[src/hw/rtl/nqr_pkg.sv]
// Package for the numbered queue with removal.
// Holds the request/result types, mode and status codes, and the
// command struct between controller and datapath. No dependencies.
package nqr_pkg;

    localparam int DEPTH_DEF = 16;
    localparam int TAG_W     = 32;
    localparam int NUM_W     = 16;

    typedef enum logic [1:0] {
        MODE_ADMIT  = 2'd0,
        MODE_PEEK   = 2'd1,
        MODE_SERVE  = 2'd2,
        MODE_REMOVE = 2'd3
    } t_mode;

    typedef enum logic [2:0] {
        STAT_OK         = 3'd0,
        STAT_EMPTY      = 3'd1,
        STAT_NOT_PEEKED = 3'd2,
        STAT_FULL       = 3'd3,
        STAT_NOT_FOUND  = 3'd4
    } t_status;

    typedef struct packed {
        t_mode              mode;
        logic [TAG_W-1:0]   payload;
        logic [NUM_W-1:0]   number;
    } t_req;

    typedef struct packed {
        t_status            status;
        logic [TAG_W-1:0]   payload_out;
        logic [NUM_W-1:0]   number_out;
    } t_res;

    typedef struct packed {
        logic capture;
        logic exec;
    } t_cmd;

endpackage

[src/hw/rtl/nqr_ctrl.sv]
// Controller for the numbered queue: two-state one-hot sequencer that
// issues capture and execute commands. Depends on nqr_pkg.
module nqr_ctrl (
    input  logic          i_clk,
    input  logic          i_rst_n,
    input  logic          start,
    output logic          busy,
    output nqr_pkg::t_cmd o_cmd
);
    import nqr_pkg::*;

    typedef enum logic [1:0] {
        S_IDLE = 2'b01,
        S_EXEC = 2'b10
    } t_state;

    t_state r_state;
    t_state n_state;

    always_comb begin
        n_state = r_state;
        unique case (r_state)
            S_IDLE: begin
                if (start) begin
                    n_state = S_EXEC;
                end
            end
            S_EXEC: begin
                n_state = S_IDLE;
            end
            default: begin
                n_state = S_IDLE;
            end
        endcase
    end

    always_ff @(posedge i_clk) begin
        if (!i_rst_n) begin
            r_state <= S_IDLE;
        end else begin
            r_state <= n_state;
        end
    end

    assign o_cmd.capture = start && (r_state == S_IDLE);
    assign o_cmd.exec    = (r_state == S_EXEC);
    assign busy          = (r_state == S_EXEC);

    a_capture_then_exec: assert property (@(posedge i_clk) disable iff (!i_rst_n)
        o_cmd.capture |=> o_cmd.exec)
        else $error("capture not followed by execute");

    a_busy_one_cycle: assert property (@(posedge i_clk) disable iff (!i_rst_n)
        busy |=> !busy)
        else $error("busy held longer than one cycle");

    a_exec_needs_capture: assert property (@(posedge i_clk) disable iff (!i_rst_n)
        !o_cmd.capture |=> !o_cmd.exec)
        else $error("execute without a captured request");

endmodule

[src/hw/rtl/nqr_datapath.sv]
// Datapath for the numbered queue: shift-register cells with parallel
// number match, gap compaction, counters and result register.
// Depends on nqr_pkg.
module nqr_datapath #(
    parameter int DEPTH = nqr_pkg::DEPTH_DEF
) (
    input  logic          i_clk,
    input  logic          i_rst_n,
    input  nqr_pkg::t_cmd i_cmd,
    input  nqr_pkg::t_req i_req,
    output logic          o_strobe,
    output nqr_pkg::t_res o_res
);
    import nqr_pkg::*;

    localparam int OCC_W = $clog2(DEPTH + 1);
    localparam int IDX_W = $clog2(DEPTH);

    logic [TAG_W-1:0] r_tags [DEPTH];
    logic [TAG_W-1:0] n_tags [DEPTH];
    logic [NUM_W-1:0] r_nums [DEPTH];
    logic [NUM_W-1:0] n_nums [DEPTH];
    logic [OCC_W-1:0] r_occ;
    logic [OCC_W-1:0] n_occ;
    logic             r_armed;
    logic             n_armed;
    logic [NUM_W-1:0] r_next;
    logic [NUM_W-1:0] n_next;
    t_req             r_req;
    logic [DEPTH-1:0] r_hit;
    logic [DEPTH-1:0] hit_cap;
    logic [DEPTH-1:0] hit_mask;
    logic [DEPTH-1:0] shift_en;
    t_res             r_res;
    t_res             n_res;
    logic             r_strobe;

    // match against live entries only
    always_comb begin
        for (int i = 0; i < DEPTH; i++) begin
            hit_cap[i] = (r_nums[i] == i_req.number) && (OCC_W'(i) < r_occ);
        end
    end

    // cells at or past the first hit move up
    always_comb begin
        for (int i = 0; i < DEPTH; i++) begin
            hit_mask[i] = |(r_hit << (DEPTH - 1 - i));
        end
    end

    always_comb begin
        n_tags   = r_tags;
        n_nums   = r_nums;
        n_occ    = r_occ;
        n_armed  = r_armed;
        n_next   = r_next;
        n_res    = '0;
        shift_en = '0;
        if (i_cmd.exec) begin
            unique case (r_req.mode)
                MODE_ADMIT: begin
                    if (r_occ == OCC_W'(DEPTH)) begin
                        n_res.status = STAT_FULL;
                    end else begin
                        n_tags[r_occ[IDX_W-1:0]] = r_req.payload;
                        n_nums[r_occ[IDX_W-1:0]] = r_next;
                        n_res.number_out         = r_next;
                        n_occ                    = r_occ + 1'b1;
                        n_next                   = r_next + 1'b1;
                    end
                end
                MODE_PEEK: begin
                    if (r_occ == '0) begin
                        n_armed      = 1'b0;
                        n_res.status = STAT_EMPTY;
                    end else begin
                        n_armed           = 1'b1;
                        n_res.payload_out = r_tags[0];
                        n_res.number_out  = r_nums[0];
                    end
                end
                MODE_SERVE: begin
                    n_armed = 1'b0;
                    if (r_occ == '0) begin
                        n_res.status = STAT_EMPTY;
                    end else if (!r_armed) begin
                        n_res.status = STAT_NOT_PEEKED;
                    end else begin
                        shift_en = '1;
                        n_occ    = r_occ - 1'b1;
                    end
                end
                MODE_REMOVE: begin
                    if (|r_hit) begin
                        shift_en = hit_mask;
                        n_occ    = r_occ - 1'b1;
                    end else begin
                        n_res.status = STAT_NOT_FOUND;
                    end
                end
            endcase
        end
        for (int i = 0; i < DEPTH - 1; i++) begin
            if (shift_en[i]) begin
                n_tags[i] = r_tags[i+1];
                n_nums[i] = r_nums[i+1];
            end
        end
    end

    always_ff @(posedge i_clk) begin
        r_tags <= n_tags;
        r_nums <= n_nums;
        r_res  <= n_res;
        if (i_cmd.capture) begin
            r_req <= i_req;
            r_hit <= hit_cap;
        end
    end

    always_ff @(posedge i_clk) begin
        if (!i_rst_n) begin
            r_occ    <= '0;
            r_armed  <= 1'b0;
            r_next   <= NUM_W'(1);
            r_strobe <= 1'b0;
        end else begin
            r_occ    <= n_occ;
            r_armed  <= n_armed;
            r_next   <= n_next;
            r_strobe <= i_cmd.exec;
        end
    end

    assign o_strobe = r_strobe;
    assign o_res    = r_res;

    a_occ_bound: assert property (@(posedge i_clk) disable iff (!i_rst_n)
        i_cmd.exec |=> (r_occ <= OCC_W'(DEPTH)))
        else $error("occupancy above depth");

    a_occ_step: assert property (@(posedge i_clk) disable iff (!i_rst_n)
        i_cmd.exec |=> (r_occ == $past(r_occ) || r_occ == $past(r_occ) + 1'b1
                        || r_occ == $past(r_occ) - 1'b1))
        else $error("occupancy moved by more than one");

    a_idle_stable: assert property (@(posedge i_clk) disable iff (!i_rst_n)
        !i_cmd.exec |=> ($stable(r_occ) && $stable(r_next) && $stable(r_armed)))
        else $error("queue state changed without a request");

    a_strobe_after_exec: assert property (@(posedge i_clk) disable iff (!i_rst_n)
        i_cmd.exec |=> r_strobe)
        else $error("missing result strobe");

endmodule

[src/hw/rtl/numbered_queue_with_removal_core.sv]
// Numbered queue with removal: top level joining nqr_ctrl and nqr_datapath.
// The result strobe is registered from execute and follows busy in the next cycle.
// A new request is taken only while not busy, as set by the capture/execute sequence.
// Remove searches all cells in parallel and compacts in the execute cycle.
// Synchronous active-low reset empties the queue, disarms peek, numbers from 1.
// Results cannot be stalled; o_strobe marks each for exactly one cycle.
module numbered_queue_with_removal_core #(
    parameter int DEPTH = nqr_pkg::DEPTH_DEF
) (
    input  logic          i_clk,
    input  logic          i_rst_n,
    input  logic          start,
    output logic          busy,
    input  nqr_pkg::t_req i_req,
    output logic          o_strobe,
    output nqr_pkg::t_res o_res
);
    import nqr_pkg::*;

    t_cmd cmd;

    nqr_ctrl u_ctrl (
        .i_clk   (i_clk),
        .i_rst_n (i_rst_n),
        .start   (start),
        .busy    (busy),
        .o_cmd   (cmd)
    );

    nqr_datapath #(
        .DEPTH (DEPTH)
    ) u_datapath (
        .i_clk    (i_clk),
        .i_rst_n  (i_rst_n),
        .i_cmd    (cmd),
        .i_req    (i_req),
        .o_strobe (o_strobe),
        .o_res    (o_res)
    );

endmodule
[config.mk]
export PLATFORM = sky130hd
export DESIGN_NAME = numbered_queue_with_removal_core
export DESIGN_NICKNAME = d
export VERILOG_FILES = /design/src/hw/rtl/nqr_pkg.sv /design/src/hw/rtl/nqr_ctrl.sv /design/src/hw/rtl/nqr_datapath.sv /design/src/hw/rtl/numbered_queue_with_removal_core.sv
export SDC_FILE = /design/constraint.sdc
export NUM_CORES = 2
export LEC_CHECK = 0
export ABC_AREA = 1
export BUFFER_PORTS_ARGS = -buffer_cell sky130_fd_sc_hd__clkbuf_2
export CORE_UTILIZATION = 30
export DETAILED_ROUTE_END_ITERATION = 6
export GPL_TIMING_DRIVEN = 1
export SYNTH_ARGS = -nofsm -noshare
export SYNTH_HDL_FRONTEND = slang
export SYNTH_SLANG_ARGS = --single-unit
[constraint.sdc]
create_clock -name i_clk -period 5.8 [get_ports i_clk]
set_input_delay 1.16 -clock i_clk [delete_from_list [all_inputs] [get_ports i_clk]]
set_output_delay 1.16 -clock i_clk [all_outputs]
set_load 0.005 [all_outputs]
==> Yosys cells after proc, flatten, opt, wreduce, memory -nomap -nowiden <==
Index checks and enable logic that the tools add are counted.
{ "classes": {"addsub": 3, "n_lt_le_gt_ge": 18, "n_eq_ne": 41, "mux": 63, "bitwise": 4, "reduce_logical": 87} }
{ "op_table": {"columns": ["operator", "count"], "rows": [
  ["$mux W512", 3],
  ["$mux W256", 3],
  ["$bwmux W512", 1],
  ["$mux W32", 16],
  ["$mux W16", 18],
  ["$bwmux W256", 1],
  ["$eq A16 B16 Y1", 16],
  ["$demux W32 S4", 1],
  ["$demux W16 S4", 1],
  ["$reduce_bool A2 Y1", 31],
  ["$mux W15", 4],
  ["$reduce_and A3 Y1", 16],
  ["$lt A4 B5 Y1 const A", 8],
  ["$ne A2 B1 Y1 const B", 17],
  ["$pmux W16 S2", 1],
  ["$pmux W15 S2", 1],
  ["$lt A3 B5 Y1 const A", 4],
  ["$mux W5", 4],
  ["$logic_and A1 B1 Y1", 18],
  ["$add A16 B1 Y16 const B", 1],
  ["$reduce_or A16 Y1", 1],
  ["$pmux W5 S3", 1],
  ["$reduce_or A15 Y1", 1],
  ["$reduce_or A14 Y1", 1],
  ["34 further kinds", 47]
]} }
{ "word_totals": {"ff_bits": 894, "output_inout_bits": 53, "wordCells": 259} }

==> Longest topological paths before layout <==
{ "depth": {"word_depth": 10, "mapped_depth": 12, "mapped_depth_nobuf": 11} }

==> Hierarchy <==
From an unflattened synthesis, not the netlist that was laid out.
{ "hier_totals": {"hier_cells": 4534, "area_unflattened_um2": 42847.3} }
{ "modules_own_cells": {"columns": ["module", "n_inst", "cells_each", "area_per_inst_um2", "seq_area_each_um2"], "rows": [
  ["nqr_datapath", 1, 4523, 42766.0, 26045.0],
  ["nqr_ctrl", 1, 11, 81.3, 40.0]
]} }

==> Least setup slack after synthesis <==
OpenSTA, ideal clock, no wires.
{ "synth_path": {"kind": "register to register", "startpoint": "reg u_datapath.r_occ[1]", "endpoint": "reg u_datapath.r_nums[224] (netlist bit) (enable)", "setup_ps": 470, "t_arrival_ps": 4268, "required_time_ps": 5330, "slack_ps": 1063, "path_stages_with_launch": 12, "path_buffers": 4, "period_less_slack_ps": 4737, "path_cell_list": "dfxtp_1 -> clkbuf_1 -> inv_1 -> ha_1 -> nand3_4 -> nand3_4 -> buf_6 -> o21ai_4 -> nand2_1 -> buf_2 -> buf_2 -> a21oi_1"} }
{ "synth_between": {"elab_chain_len": 6, "word_cells_on_any_way": 9, "classes_between": "eq/ne (2); mux (3); reduce/logical (4)"} }
{ "synth_rtl": {"columns": ["element", "line", "text"], "rows": [
  ["from (decl)", "nqr_datapath.sv:23", "logic [OCC_W-1:0] r_occ;"],
  ["from (signal assigned)", "nqr_datapath.sv:129", "r_occ <= n_occ;"],
  ["$logic_not A5 Y1", "nqr_datapath.sv:85", "if (r_occ == '0) begin"],
  ["$mux W15", "nqr_datapath.sv:85", null],
  ["$pmux W15 S2", "nqr_datapath.sv:61", "unique case (r_req.mode)"],
  ["$mux W15", "nqr_datapath.sv:60", "if (i_cmd.exec) begin"],
  ["$ne A2 B1 Y1 (no line) / $reduce_bool A2 Y1 (equally long branches)", null, null],
  ["$reduce_and A3 Y1 (no line) (*)", null, null],
  ["to (signal assigned)", "nqr_datapath.sv:114", "r_nums <= n_nums;"],
  ["to (decl)", "nqr_datapath.sv:21", "logic [NUM_W-1:0] r_nums [DEPTH];"]
]} }
Mark *: on every way between the ends. The rest lies on a longest branch, timed or not.
A chain may end at the register's enable or synchronous reset.

==> Worst setup path in the final report <==
{ "layout_path": {"startpoint": "reg u_datapath.r_occ[0]", "endpoint": "reg u_datapath.r_tags[326] (netlist bit) (enable)"} }
{ "layout_between": {"elab_chain_len": 6, "word_cells_on_any_way": 9, "classes_between": "eq/ne (2); mux (3); reduce/logical (4)"} }
{ "layout_rtl": {"columns": ["element", "line", "text"], "rows": [
  ["$logic_not A5 Y1", "nqr_datapath.sv:85", null],
  ["$mux W15", "nqr_datapath.sv:85", null],
  ["$pmux W15 S2", "nqr_datapath.sv:61", null],
  ["$mux W15", "nqr_datapath.sv:60", null],
  ["$ne A2 B1 Y1 (no line) / $reduce_bool A2 Y1 (equally long branches)", null, null],
  ["$reduce_and A3 Y1 (no line) (*)", null, null],
  ["to (signal assigned)", "nqr_datapath.sv:113", "r_tags <= n_tags;"],
  ["to (decl)", "nqr_datapath.sv:19", "logic [TAG_W-1:0] r_tags [DEPTH];"]
]} }
Marks and branches as above.

==> reports/results.tsv <==
stage	metric	value	unit
clock_tree	Setup Buffers After CTS	0	
place	Area after DPL	44800	um2
synth	Area contributors post-synth	edfxtp_1 (58%), nand2_1 (10%), nand3_1 (7.2%)	
synth	most common library cells after synthesis	nand2_1 (1,176), edfxtp_1 (818), nand3_1 (613), nor2_1 (435), a21oi_1 (220)	
synth	Syn Std Cell Area	42500	um2
sta	Setup TNS Final	0	ns
synth	#FFs+latches synth	894	
layout	area delta synth->final	12.5	%
synth	Yosys warnings	0	
place	Post-DP HPWL	83300	um
synth	post-synthesis sequential area ratio	61.4	%
clock_tree	TritonCTS Buffers	93	
grt	total gr overflow	0	
worst_hold_path	min-delay src	u_datapath.r_tags[496]	
clock_tree	Bufs on Longest Clock Path	3	
routing	drt pass-1 iters	7	
sta	unrepaired setup endpoints after global routing	no	
pwr	pwr dens	284	nW/um2
routing	routed length per instance	19.5	um
synth	largest area contributor in the synthesized netlist	edfxtp_1	
pwr	worst IR drop on VDD	212	uV
worst_setup_path	cell breakdown of the critical path	inv_1 -> ha_1 -> nand3_4 -> nand3_4 -> nand2_2 -> nand2_1 -> buf_4 -> a22oi_2 -> buf_12	
worst_setup_path	most used cell, CP	nand3_4	
sta	fmax	250	MHz
grt	first-pass GRT wire length	186000	um
worst_setup_path	r2r worst-path depth	9	
run_status	failing checks	design-rule violations	
layout	diode count	0	
clock_tree	hold buffers post-CTS	0	
pwr	leakage	18.3	nW
synth	area fraction of the dominant cell type after synthesis	57.8	%
worst_setup_path	WP data arrival	4.36	ns
clock_tree	Clock Latency Late Sink	0.67	ns
grt	initial antenna violation count	4	
synth	Gate Count Post-Synth	4445	
synth	number of distinct library cells after synthesis	47	
worst_setup_path	reg2reg setup slack	1.80	ns
routing	Residual DRC	46	
routing	Antenna Violating Nets Remaining	0	
synth	asr flop ratio synth	0	%
clock_tree	Gates resized, CTS repair	0	
die	die area	143000	um2
sta	post-layout min period	4.00	ns
layout	register area	26100	um2
synth	synthesized netlist net count	4509	
worst_setup_path	kind of critical path	reg2reg	
layout	Fill cells	14000	
sta	Slew Limit Fails	0	
die	Core Box Area	140000	um2
die	Starting Density	30.3	%
worst_hold_path	Hold Path Sink	u_datapath.o_res[32]	
layout	multi-input logic area	14400	um2
worst_setup_path	RR Startpoint	u_datapath.r_occ[0]	
synth	most frequent cell after synthesis	nand2_1	
grt	vias in the first global route	29700	
sta	Final Cycle Share	69.0	%
die	die height	378	um
worst_setup_path	CP max-delay cell	a22oi_2	
sta	worst-margin pin slew	1.25	ns
synth	synthesized area per cell	9.56	um2
sta	Hold Vio Cnt, Final	0	
routing	number of vias per cell	4.97	
synth	Synth Flop Type	edfxtp_1	
die	Die Wd	378	um
worst_hold_path	Min-Delay Path Class	reg2reg	
sta	Setup Viol. Count Final	0	
layout	Nets	4470	
worst_setup_path	CP Data Required Time	6.16	ns
routing	DR vias	31600	
grt	total track usage	17.1	%
clock_tree	clk slew on worst S/H paths	0.07	ns
worst_setup_path	crit path max fanout	40	
routing	Routed WL	124000	um
die	I/O pin count	106	
sta	Rel. slew slack	16.6	%
run_status	status	finished with violations	
clock_tree	H-tree Lvls	3	
place	I/O Buffers	105	
clock_tree	CTS root buffer	clkbuf_16	
layout	final instance area	47800	um2
die	placement row count	137	
worst_setup_path	Worst path max stage delay	0.79	ns
sta	clk_skew	0.0195	ns
run	maxcap violations	0	
grt	largest net degree at the start of global routing	97	
worst_hold_path	hold path depth	2	
worst_setup_path	crit end category	flop	
worst_setup_path	kind of start point of the critical path	flop	
clock_tree	CTS tree	built	
routing	DRT iter0 DRCs	3301	
clock_tree	clk sinks	894	
place	Final GP Congestion	0.939	
layout	layout cell share with drive strength beyond 1	8.66	%
worst_setup_path	RR Endpoint	u_datapath.r_tags[326]	
synth	Post-synth EDFFs	818	
kinds of logic after synthesis:
family	Yosys count	synth area share, %
flops	894	61.4
compound gates	452	5.80
fa+ha+maj	11	0.324
simple gates	2405	24.2
xor+xnor	157	3.24
buf+inv	526	5.07
critical path, delay by kind of cell (launching register included):
| family | cells | cell delay (ns) |
|---|---|---|
| simple gates | 4 | 1.21 |
| compound gates | 1 | 0.79 |
| buf+inv | 3 | 0.77 |
| flops | 1 | 0.50 |
| fa+ha+maj | 1 | 0.38 |
worst max-delay path by stage:
stage | start | endpoint | slack [ns] | depth (start not counted)
6_report | u_datapath.r_occ[0] | u_datapath.r_tags[326] | 1.80 | 9
3_5_place_dp | u_datapath.r_occ[0] | u_datapath.r_tags[334] | 1.92 | 8
3_3_place_gp | u_datapath.r_occ[0] | u_datapath.r_tags[331] | 1.97 | 9
5_1_grt | u_datapath.r_occ[0] | u_datapath.r_tags[326] | 1.58 | 8
2_1_floorplan | u_datapath.r_occ[1] | u_datapath.r_nums[224] | 1.06 | 11
4_1_cts | u_datapath.r_occ[0] | u_datapath.r_tags[326] | 1.92 | 9
cell type report:
type                            count  share of cell area [%]
Sequential cell                   894                    54.6
Clock buffer                      121                    5.11
Clock inverter                     48                    1.23
Inverter                          211                    1.66
Timing Repair Buffer              181                    2.37
Multi-Input combinational cell   3025                    30.2
Tap cell                         1876                    4.91
routing by layer:
| metal | track usage (%) | share of wire, % | up-vias |
|---|---|---|---|
| met5 | 0.823 | 0.16 | - |
| met4 | 8.18 | 4.5 | 10 |
| met3 | 4.46 | 9.5 | 318 |
| met2 | 26.7 | 44 | 1366 |
| met1 | 22.0 | 41 | 14800 |
| li1 | - | - | 15100 |
power breakdown:
part,switching [mW],leakage [nW],internal [mW]
sequential,0.0999,8.17,7.00
clock,2.56,1.47,3.47
combinational,0.345,8.66,0.104
registers in the layout, indices dropped and copies added (netlist names):
name and count:
u_datapath.o_strobe 1, u_datapath.r_tags 512, u_datapath.r_occ 5, u_datapath.r_hit 16, u_datapath.r_next 16, u_datapath.r_nums 256, u_datapath.r_req 34, u_ctrl.r_state 2
u_datapath.o_res 51, u_datapath.r_armed 1
through the flow:
| step | hold slack, ns | instances | utilization [%] | power [mW] | setup WS [ns] |
|---|---|---|---|---|---|
| 2_1_floorplan | 0.431 | 4445 | - | 7.45 | 1.06 |
| 3_3_place_gp | 0.442 | 6187 | 32.0 | 7.66 | 1.97 |
| 3_5_place_dp | 0.451 | 6187 | 32.0 | 7.67 | 1.92 |
| 4_1_cts | 0.453 | 6356 | 34.1 | 13.7 | 1.92 |
| 5_1_grt | 0.485 | 6356 | 34.1 | 14.0 | 1.58 |
| 6_report | 0.450 | 6356 | 34.1 | 13.6 | 1.80 |
layout by cell type (no fill, tap or decap), types with 6 or more instances in the layout:
cell / netlist / layout
dfxtp_1: 76 / 76
o22ai_1: 60 / 60
xnor2_1: 74 / 74
inv_1: 200 / 200
nand3_1: 613 / 613
clkbuf_2: 0 / 105
a21oi_1: 220 / 215
clkinv_1: 6 / 22
clkbuf_16: 0 / 93
buf_4: 4 / 73
nand4_1: 88 / 88
xor2_1: 83 / 83
bufinv_16: 0 / 11
o21ai_0: 122 / 122
o21ai_1: 16 / 16
nor2_2: 15 / 21
nor3_1: 46 / 43
nor2_1: 435 / 426
clkinv_2: 0 / 12
o211ai_1: 6 / 6
or2_2: 9 / 9
edfxtp_1: 818 / 818
nand2_1: 1176 / 1165
clkbuf_1: 162 / 27
a21oi_4: 2 / 7
nand2_2: 7 / 17
ha_1: 11 / 11
(Power assumes the default switching activity.)
